<file path="src/rtl/bmpu_pkg.sv">
// Shared types and constants for the 24-bit BMP stream unpacker.
// Depends on nothing; used by bmpu_hdr_check and bmp_24bit_stream_unpacker.
`default_nettype none

package bmpu_pkg;

	// header layout (byte offsets into the file)
	localparam int unsigned HDR_BYTES  = 54;
	localparam int unsigned OFS_MAGIC0 = 0;
	localparam int unsigned OFS_MAGIC1 = 1;
	localparam int unsigned OFS_SIZE   = 2;
	localparam int unsigned OFS_DOFS   = 10;
	localparam int unsigned OFS_WIDTH  = 18;
	localparam int unsigned OFS_HEIGHT = 22;
	localparam int unsigned OFS_BPP    = 28;
	localparam int unsigned OFS_COMP   = 30;

	localparam logic [7:0]  MAGIC_B      = 8'h42;
	localparam logic [7:0]  MAGIC_M      = 8'h4D;
	localparam logic [15:0] BPP_24       = 16'd24;
	localparam logic [15:0] MAX_DIM_RST  = 16'd64000;

	// final status codes
	typedef enum logic [2:0] {
		ST_OK     = 3'd0,
		ST_SHORT  = 3'd1,
		ST_MAGIC  = 3'd2,
		ST_SIZE   = 3'd3,
		ST_FORMAT = 3'd4,
		ST_OFFSET = 3'd5
	} status_t;

	// header summary handed to the pixel walker
	typedef struct packed {
		logic        pass;        // magic, format and offset all good
		logic [31:0] data_offset;
		logic [15:0] height;      // meaningful only when pass
		logic [17:0] used;        // width*3
		logic [17:0] padded;      // width*3 rounded up to 4
	} hdr_info_t;

endpackage

`default_nettype wire

</file>
<file path="src/rtl/bmpu_hdr_check.sv">
// Header field capture and header checks for the BMP stream unpacker.
// Depends on bmpu_pkg (hdr_info_t, status_t, header offsets).
`default_nettype none

module bmpu_hdr_check (
	input  wire logic             clk,
	input  wire logic             arst_n,
	input  wire logic             capture,    // header byte consumed this cycle
	input  wire logic             clear,      // end of file: back to empty
	input  wire logic [5:0]       pos,        // header byte position
	input  wire logic [7:0]       data,
	input  wire logic [15:0]      max_dim,
	input  wire logic [32:0]      count_next, // saturating byte count after this word
	output bmpu_pkg::hdr_info_t   info,
	output bmpu_pkg::status_t     final_status
);

	logic [1:0]  magic_q;
	logic [31:0] size_q;
	logic [31:0] dofs_q;
	logic [31:0] width_q;
	logic [31:0] height_q;
	logic [15:0] bpp_q;
	logic        comp_q;
	logic [17:0] used_q;
	logic [17:0] padded_q;
	logic [33:0] prod_q;

	logic [1:0]  lane;
	logic        format_ok;
	logic        offset_ok;
	logic [34:0] end_pos;
	logic        short_next;

	// byte lane inside a 32-bit little-endian field
	always_comb begin
		priority if (pos >= 6'(bmpu_pkg::OFS_HEIGHT))
			lane = 2'(pos - 6'(bmpu_pkg::OFS_HEIGHT));
		else if (pos >= 6'(bmpu_pkg::OFS_WIDTH))
			lane = 2'(pos - 6'(bmpu_pkg::OFS_WIDTH));
		else if (pos >= 6'(bmpu_pkg::OFS_DOFS))
			lane = 2'(pos - 6'(bmpu_pkg::OFS_DOFS));
		else
			lane = 2'(pos - 6'(bmpu_pkg::OFS_SIZE));
	end

	// field capture, cleared at end of file
	always_ff @(posedge clk or negedge arst_n) begin
		if (!arst_n) begin
			magic_q  <= '0;
			size_q   <= '0;
			dofs_q   <= '0;
			width_q  <= '0;
			height_q <= '0;
			bpp_q    <= '0;
			comp_q   <= 1'b0;
		end else if (clear) begin
			magic_q  <= '0;
			size_q   <= '0;
			dofs_q   <= '0;
			width_q  <= '0;
			height_q <= '0;
			bpp_q    <= '0;
			comp_q   <= 1'b0;
		end else if (capture) begin
			if (pos == 6'(bmpu_pkg::OFS_MAGIC0) && data == bmpu_pkg::MAGIC_B)
				magic_q[0] <= 1'b1;
			if (pos == 6'(bmpu_pkg::OFS_MAGIC1) && data == bmpu_pkg::MAGIC_M)
				magic_q[1] <= 1'b1;
			if (pos >= 6'(bmpu_pkg::OFS_SIZE) && pos < 6'(bmpu_pkg::OFS_SIZE + 4))
				size_q[{lane, 3'b000} +: 8] <= data;
			if (pos >= 6'(bmpu_pkg::OFS_DOFS) && pos < 6'(bmpu_pkg::OFS_DOFS + 4))
				dofs_q[{lane, 3'b000} +: 8] <= data;
			if (pos >= 6'(bmpu_pkg::OFS_WIDTH) && pos < 6'(bmpu_pkg::OFS_WIDTH + 4))
				width_q[{lane, 3'b000} +: 8] <= data;
			if (pos >= 6'(bmpu_pkg::OFS_HEIGHT) && pos < 6'(bmpu_pkg::OFS_HEIGHT + 4))
				height_q[{lane, 3'b000} +: 8] <= data;
			if (pos == 6'(bmpu_pkg::OFS_BPP))
				bpp_q[7:0] <= data;
			if (pos == 6'(bmpu_pkg::OFS_BPP + 1))
				bpp_q[15:8] <= data;
			if (pos >= 6'(bmpu_pkg::OFS_COMP) && pos < 6'(bmpu_pkg::OFS_COMP + 4)
				&& data != 8'd0)
				comp_q <= 1'b1;
		end
	end

	// row size and image size, settled long before byte 54;
	// only the low 16 bits matter once the dimension check passes
	always_ff @(posedge clk) begin
		used_q   <= {1'b0, width_q[15:0], 1'b0} + {2'b00, width_q[15:0]};
		padded_q <= (used_q + 18'd3) & ~18'd3;
		prod_q   <= padded_q * height_q[15:0];
	end

	// header checks, max_dim taken live
	always_comb begin
		format_ok = bpp_q == bmpu_pkg::BPP_24 && !comp_q
			&& width_q != '0 && height_q != '0
			&& width_q <= {16'd0, max_dim} && height_q <= {16'd0, max_dim};
		end_pos   = {3'b000, dofs_q} + {1'b0, prod_q};
		offset_ok = dofs_q >= 32'(bmpu_pkg::HDR_BYTES) && end_pos <= {3'b000, size_q};
	end

	assign info.pass        = magic_q == 2'b11 && format_ok && offset_ok;
	assign info.data_offset = dofs_q;
	assign info.height      = height_q[15:0];
	assign info.used        = used_q;
	assign info.padded      = padded_q;

	// status for the last word of the file
	assign short_next = count_next[32:6] == '0 && count_next[5:0] < 6'(bmpu_pkg::HDR_BYTES);

	always_comb begin
		priority if (short_next)
			final_status = bmpu_pkg::ST_SHORT;
		else if (magic_q != 2'b11)
			final_status = bmpu_pkg::ST_MAGIC;
		else if (count_next != {1'b0, size_q})
			final_status = bmpu_pkg::ST_SIZE;
		else if (!format_ok)
			final_status = bmpu_pkg::ST_FORMAT;
		else if (!offset_ok)
			final_status = bmpu_pkg::ST_OFFSET;
		else
			final_status = bmpu_pkg::ST_OK;
	end

endmodule

`default_nettype wire

</file>
<file path="src/rtl/bmp_24bit_stream_unpacker.sv">
// Top level of the 24-bit BMP stream unpacker: input register, pixel walker,
// result register and the max_dimension register. Depends on bmpu_pkg, bmpu_hdr_check.
//
//  channel   direction  handshake            payload
//  input     in         in_valid / in_stall   file_byte, last_byte
//  result    out        out_valid / out_stall pixel_valid, pixel_byte, stream_done, status
//  config    in         cfg_valid / cfg_ready cfg_data (max_dimension)
//
// One byte per cycle sustained while the result side does not stall; a result
// leaves through the input register, then the result register, the walker being
// one pass of counter updates and compares. Bytes that make no result leave nothing.
// Reset clears all stream state and loads max_dimension with 64000.
// A stalled result holds the walker; in_stall rises only when the input
// register is full and the result register cannot drain.
`default_nettype none

module bmp_24bit_stream_unpacker (
	input  wire logic        clk,
	input  wire logic        arst_n,
	// input words
	input  wire logic        in_valid,
	output logic             in_stall,
	input  wire logic [7:0]  file_byte,
	input  wire logic        last_byte,
	// result words
	output logic             out_valid,
	input  wire logic        out_stall,
	output logic             pixel_valid,
	output logic [7:0]       pixel_byte,
	output logic             stream_done,
	output logic [2:0]       status,
	// configuration
	input  wire logic        cfg_valid,
	output logic             cfg_ready,
	input  wire logic [15:0] cfg_data
);

	logic        valid_s1;
	logic [7:0]  byte_s1;
	logic        last_s1;

	logic [15:0] max_dim_q;
	logic [32:0] count_q;
	logic [17:0] row_pos_q;
	logic [15:0] rows_done_q;

	logic        blocked;
	logic        proc;
	logic        in_hdr;
	logic        walk;
	logic        emit;
	logic [17:0] row_inc;
	logic        row_end;
	logic [32:0] count_next;

	bmpu_pkg::hdr_info_t info;
	bmpu_pkg::status_t   final_status;

	// config register, always ready
	assign cfg_ready = 1'b1;

	always_ff @(posedge clk or negedge arst_n) begin
		if (!arst_n) begin
			max_dim_q <= bmpu_pkg::MAX_DIM_RST;
		end else if (cfg_valid) begin
			max_dim_q <= cfg_data;
		end
	end

	// input register
	assign blocked  = out_valid & out_stall;
	assign in_stall = valid_s1 & blocked;
	assign proc     = valid_s1 & ~blocked;

	always_ff @(posedge clk or negedge arst_n) begin
		if (!arst_n) begin
			valid_s1 <= 1'b0;
		end else if (!in_stall) begin
			valid_s1 <= in_valid;
		end
	end

	always_ff @(posedge clk) begin
		if (!in_stall) begin
			byte_s1 <= file_byte;
			last_s1 <= last_byte;
		end
	end

	// header capture and checks
	bmpu_hdr_check u_hdr (
		.clk          (clk),
		.arst_n       (arst_n),
		.capture      (proc & in_hdr),
		.clear        (proc & last_s1),
		.pos          (count_q[5:0]),
		.data         (byte_s1),
		.max_dim      (max_dim_q),
		.count_next   (count_next),
		.info         (info),
		.final_status (final_status)
	);

	// pixel walker
	always_comb begin
		in_hdr     = count_q[32:6] == '0 && count_q[5:0] < 6'(bmpu_pkg::HDR_BYTES);
		walk       = !in_hdr && info.pass && count_q >= {1'b0, info.data_offset}
			&& rows_done_q < info.height;
		emit       = walk && row_pos_q < info.used;
		row_inc    = row_pos_q + 18'd1;
		row_end    = row_inc >= info.padded;
		count_next = count_q[32] ? count_q : count_q + 33'd1;
	end

	always_ff @(posedge clk or negedge arst_n) begin
		if (!arst_n) begin
			count_q     <= '0;
			row_pos_q   <= '0;
			rows_done_q <= '0;
		end else if (proc) begin
			if (last_s1) begin
				count_q     <= '0;
				row_pos_q   <= '0;
				rows_done_q <= '0;
			end else begin
				count_q <= count_next;
				if (walk) begin
					row_pos_q <= row_end ? '0 : row_inc;
					if (row_end)
						rows_done_q <= rows_done_q + 16'd1;
				end
			end
		end
	end

	// result register
	always_ff @(posedge clk or negedge arst_n) begin
		if (!arst_n) begin
			out_valid <= 1'b0;
		end else if (proc) begin
			out_valid <= emit | last_s1;
		end else if (!out_stall) begin
			out_valid <= 1'b0;
		end
	end

	always_ff @(posedge clk) begin
		if (proc) begin
			pixel_valid <= emit;
			pixel_byte  <= emit ? byte_s1 : 8'd0;
			stream_done <= last_s1;
			status      <= last_s1 ? final_status : bmpu_pkg::ST_OK;
		end
	end

endmodule

`default_nettype wire

</file>
<file path="config.mk">
export PLATFORM = sky130hd
export DESIGN_NAME = bmp_24bit_stream_unpacker
export DESIGN_NICKNAME = d
export VERILOG_FILES = /design/src/rtl/bmpu_pkg.sv /design/src/rtl/bmpu_hdr_check.sv /design/src/rtl/bmp_24bit_stream_unpacker.sv
export SDC_FILE = /design/constraint.sdc
export NUM_CORES = 2
export LEC_CHECK = 0
export ABC_AREA = 1
export BUFFER_PORTS_ARGS = -buffer_cell sky130_fd_sc_hd__buf_2
export CORE_ASPECT_RATIO = 1.5
export CORE_MARGIN = 10
export CORE_UTILIZATION = 36
export DETAILED_ROUTE_END_ITERATION = 16
export PLACE_DENSITY = 0.62
export SLEW_MARGIN = 20
export SYNTH_ARGS = -nofsm -noshare
export SYNTH_HDL_FRONTEND = slang
export SYNTH_SLANG_ARGS = --single-unit
</file>
<file path="constraint.sdc">
create_clock -name clk -period 17.7 [get_ports clk]
set_input_delay 5.31 -clock clk [delete_from_list [all_inputs] [get_ports clk]]
set_output_delay 5.31 -clock clk [all_outputs]
set_load 0.05 [all_outputs]
</file>
Word level (Yosys, flattened, before mapping)

Cells that the tools add are included.

Add/sub/neg operators: 11
Multiply operators: 1
Magnitude comparators: 20
Equality and inequality tests: 10
Shifts and indexed selects: 2
Muxes and demuxes: 45
Bitwise logic cells: 8
Reduce and logical (&&, ||, !) cells: 55

Operators by type and width:

| operator                                                                | count |
|---|---|
| 32-bit two-way mux                                                      | 12 |
| 32-bit bitwise mux                                                      | 4 |
| 16-bit two-way mux                                                      | 5 |
| 33-bit two-way mux                                                      | 2 |
| 32-bit by 16-bit <= comparator with 1-bit output                        | 2 |
| 32-bit nonzero test                                                     | 2 |
| 27-bit logical NOT                                                      | 2 |
| 18-bit two-way mux                                                      | 3 |
| 32-bit by 34-bit adder with 35-bit output                               | 1 |
| 35-bit by 32-bit <= comparator with 1-bit output                        | 1 |
| 33-bit by 1-bit adder with 33-bit output (second input constant)        | 1 |
| 33-bit by 32-bit >= comparator with 1-bit output                        | 1 |
| 33-bit by 32-bit inequality test with 1-bit output                      | 1 |
| 32-bit by 6-bit >= comparator with 1-bit output (second input constant) | 1 |
| 16-bit by 16-bit multiplier with 32-bit output                          | 1 |
| 8-bit by 7-bit variable shift with 32-bit output (first input constant) | 1 |
| 8-bit by 7-bit indexed part select with 32-bit output                   | 1 |
| 2-bit nonzero test                                                      | 12 |
| 1-bit logical AND                                                       | 22 |
| 2-bit AND reduction                                                     | 10 |
| 17-bit by 16-bit adder with 18-bit output                               | 1 |
| 18-bit by 1-bit adder with 18-bit output (second input constant)        | 1 |
| 18-bit by 2-bit adder with 18-bit output (second input constant)        | 1 |
| 18-bit >= comparator                                                    | 1 |
| other kinds (32)                                                        | 63 |

Flip-flop bits (word level): 320
Bits of input ports: 30
Output and inout port bits: 16

Depth between registers and ports, before layout

Word-level depth: 14
Depth in mapped cells: 28

Modules after synthesis

From an unflattened synthesis, not the netlist that was laid out.

Cells, all modules: 3750
Area total of the unflattened synthesis: 29029.1 um^2

By module, submodules not included:

| module                    | times used | cells an instance | area an instance (um^2) | sequential area each (um^2) |
|---|---|---|---|---|
| bmpu_hdr_check            | 1          | 2700              | 21070.2                 | 4999.8 |
| bmp_24bit_stream_unpacker | 1          | 1050              | 7958.9                  | 2795.2 |

Worst setup path before layout

No wires, ideal clock.

Path type: input port to output port
Start: input out_stall
End: output in_stall
Arrival time: 6098 ps
Required time: 12390 ps
Path slack: 6292 ps
Stages: 2
Buffers on the path: 0
Cells stage by stage: nand2_1 -> nor2_1

Cells in the longest elaborated chain, start to end: 2

RTL lines:

| element           | RTL line                        | RTL |
|---|---|---|
| start, declared   | bmp_24bit_stream_unpacker.sv:27 | `input wire logic out_stall,` |
| 1-bit bitwise AND | bmp_24bit_stream_unpacker.sv:71 | `assign blocked = out_valid & out_stall;` |
| 1-bit bitwise AND | bmp_24bit_stream_unpacker.sv:72 | `assign in_stall = valid_s1 & blocked;` |
| end, declared     | bmp_24bit_stream_unpacker.sv:22 | `output logic in_stall,` |

No other way between the ends.

Worst setup path in the final report

Same ends and word-level chain as after synthesis.

==> impl_metrics.yaml <==
critical_path:
  start_kind: "primary input"
  worst-r2r-setup-slack_ns: 11.03
  crit_path_start: "out_stall"
  crit_type: "in -> out"
  worstReg2RegStart: "u_hdr.padded_q[10]"
  crit_path_end_kind: "output pin"
  crit_fanout: 3
  required_ns: 12.39
  arrival_ns: 5.91
worst_hold_path:
  hold_path.class: "reg -> reg"
  hp-start: "u_hdr.width_q[0]"
routing:
  viasPerCell: 5.100
  drt_pass1_iterations: 6
  drt_wl_total_um: 87440
  dr.first_iter.drc_count: 1339
  wl_per_cell_um: 17.89
  postRouteAntennaNets: 0
  drcViolationCount: 0
  dr_total_vias: 24922
clocking:
  ctsHoldBuffers: 0
  cts-root-buf: "clkbuf_16"
  insertion_delay_ns: 0.57
  clock_sinks: 320
  clk_pin_slew_ns: 0.06
  clockBufferDepth: 3
  numCtsBuffers: 37
  cts_tree: "built"
  cts_setup_buffers: 0
  ctsResizeCount: 0
  cts-htree-levels: 2
grt:
  grt_max_degree: 114
  overflow: 0
  antenna_found_initial: 1
  grt_usage_pct: 18.86
  grt_pass1_vias: 25659
  grt_pass1_wl_um: 137800
floorplanning:
  initial_core_util_pct: 36.39
  die_area_mm2: 0.09297
  pin_count: 46
  core_mm2: 0.08009
  die_x_um: 252.3
  row_count: 127
  chipHeight_um: 368.5
place:
  dp_cells: 4818
  placed_area_mm2: 0.03048
  dpl.hpwl_um: 69020
  gp_congestion: 0.9397
  io_buffers: 44
  dp_slack_ns: 6.480
power_and_ir_drop:
  total_power_w: 0.002633
  ir_drop_v: 0.00006007
  leakage_nw: 16.70
  power_density_mw_per_mm2: 82.88
logic_synthesis:
  synthMuxAreaShare_pct: 0.2318
  syn_inst: 3819
  synth_top_family_by_area: "adder cells"
  yosysSeqAreaShare_pct: 26.75
  ys_async_sr_fraction_pct: 72.50
  synth_seq_cells: 320
  yosys.area_share.simple_pct: 22.61
  synth_flop_cell: "dfrtp_1"
  synthXorXnorAreaFrac_pct: 3.327
  synth_compound_area_share_pct: 9.480
  synth_edf_count: 22
  syn-num-nets: 4357
  yosysWarnings: 0
  avgSynthCellArea_um2: 7.631
  synth_area_mm2: 0.02914
  synthAdderAreaFrac_pct: 26.86
  synth_cell_types: 68
timing:
  tightest_slew_ns: 1.050
  finalWorstSetupSlack_ns: 6.477
  period_share_pct: 63.41
  finalSetupViolCount: 0
  tns_ns: 0
  grt_setup_unrepaired: "false"
  relSlewSlack_pct: 29.74
  maxSlewViolCount: 0
  hold_viol_final: 0
  fmax_mhz: 89.10
  post-route-min-period_ns: 11.22
  skew_ns: 0.03367
final_layout:
  syn2layout_area_growth_pct: 8.986
  nets: 4363
  fin_cells: 4887
  stdcell_area_mm2: 0.03176
  drive_gt1_share_pct: 5.371
  nFillCells: 8278
outcome:
  status: "complete, no violations"
job:
  cap_violations: 0
## kinds of logic after synthesis
family	Yosys count
compound gates	504
xor+xnor	109
fa+ha+maj	508
buf+inv	822
flops	320
mux	6
other cells	1
simple gates	1549
## cells in the mapped netlist (35+ instances only)
cell | count | area [µm²]
xnor2_1 | 35 | 306.5
nor2_1 | 254 | 953.4
a21oi_1 | 174 | 870.8
fa_1 | 196 | 3924
nand3_1 | 169 | 845.8
o21ai_0 | 222 | 1111
xor2_1 | 72 | 630.6
ha_1 | 312 | 3904
nor3_1 | 42 | 210.2
dfxtp_1 | 66 | 1321
dfrtp_1 | 226 | 5655
nand2_1 | 935 | 3510
nand4_1 | 72 | 450.4
clkbuf_1 | 81 | 304.0
inv_1 | 700 | 2628
## state kept, by name, indices dropped and copies added, names as in the netlist, 2 cells and up
name,count
pixel_byte,8
rows_done_q,16
u_hdr.magic_q,2
count_q,33
u_hdr.height_q,32
byte_s1,8
max_dim_q,16
row_pos_q,18
u_hdr.padded_q,16
u_hdr.size_q,32
u_hdr.width_q,32
u_hdr.dofs_q,32
u_hdr.prod_q,32
u_hdr.bpp_q,16
status,3
u_hdr.used_q,18
## report_power, final
part	leakage (nW)	switching [W]	internal, W	total (W)
registers	3.91	0.0000763	0.000821	0.000897
clock network	0.618	0.000330	0.000478	0.000809
logic	12.2	0.000644	0.000283	0.000927
total	16.7	0.00105	0.00158	0.00263
## placed cells by master (no fill, tap or decap), drive strengths merged, types with 21 or more instances in the layout
cell type / n
buf: 79
nor2: 271
xor2: 74
nor3: 46
clkbuf: 53
nor4: 21
o21ai: 229
a21oi: 175
o22ai: 27
inv: 710
dfrtp: 226
ha: 312
edfxtp: 22
nand4: 74
dfxtp: 66
nand2: 944
nand3: 173
xnor2: 35
fa: 196
## path summary, 6_finish.rpt
kind / cells past startpoint / endpoint
worst max-delay path: 4 / in_stall
worst min-delay path: 0 / u_hdr.used_q[0]
worst max register to register: 22 / u_hdr.prod_q[30]
worst min register to register: 0 / u_hdr.used_q[0]
max in group asynchronous: 2 / u_hdr.dofs_q[31]
min in group asynchronous: 1 / max_dim_q[8]
## routing by layer
layer / track usage (%) / routed length, µm
met5: 0 / 0
met1: 19.93 / 32480
met3: 2.097 / 3616
met4: 12.28 / 6324
met2: 34.88 / 45020
## area by class of cell
cell class              instances  area [µm²]  area share, %
diodes                          1       2.502       0.007879
clock buffers                  53        1057          3.329
clock inverters                15       205.2         0.6461
inverters                     710        2665          8.391
multi-input cells            2677       18250          57.47
flip-flops and latches        320        7795          24.54
well taps                    1032        1291          4.065
repair buffers                 79       493.0          1.552
## stage by stage
step	hold WS, ns	utilization, %
final	0.4472	39.66
after global routing	0.4557	39.66
after CTS	0.4455	39.64
after detailed placement	0.4234	38.06
after global placement	0.4416	38.05
after floorplan	0.3733	-
## worst max-delay path: stages
cell and delay [ns]:
buf_2 0.08, nand2_1 0.07, nor2_1 0.16, buf_2 0.30
(Power assumes the default switching activity.)
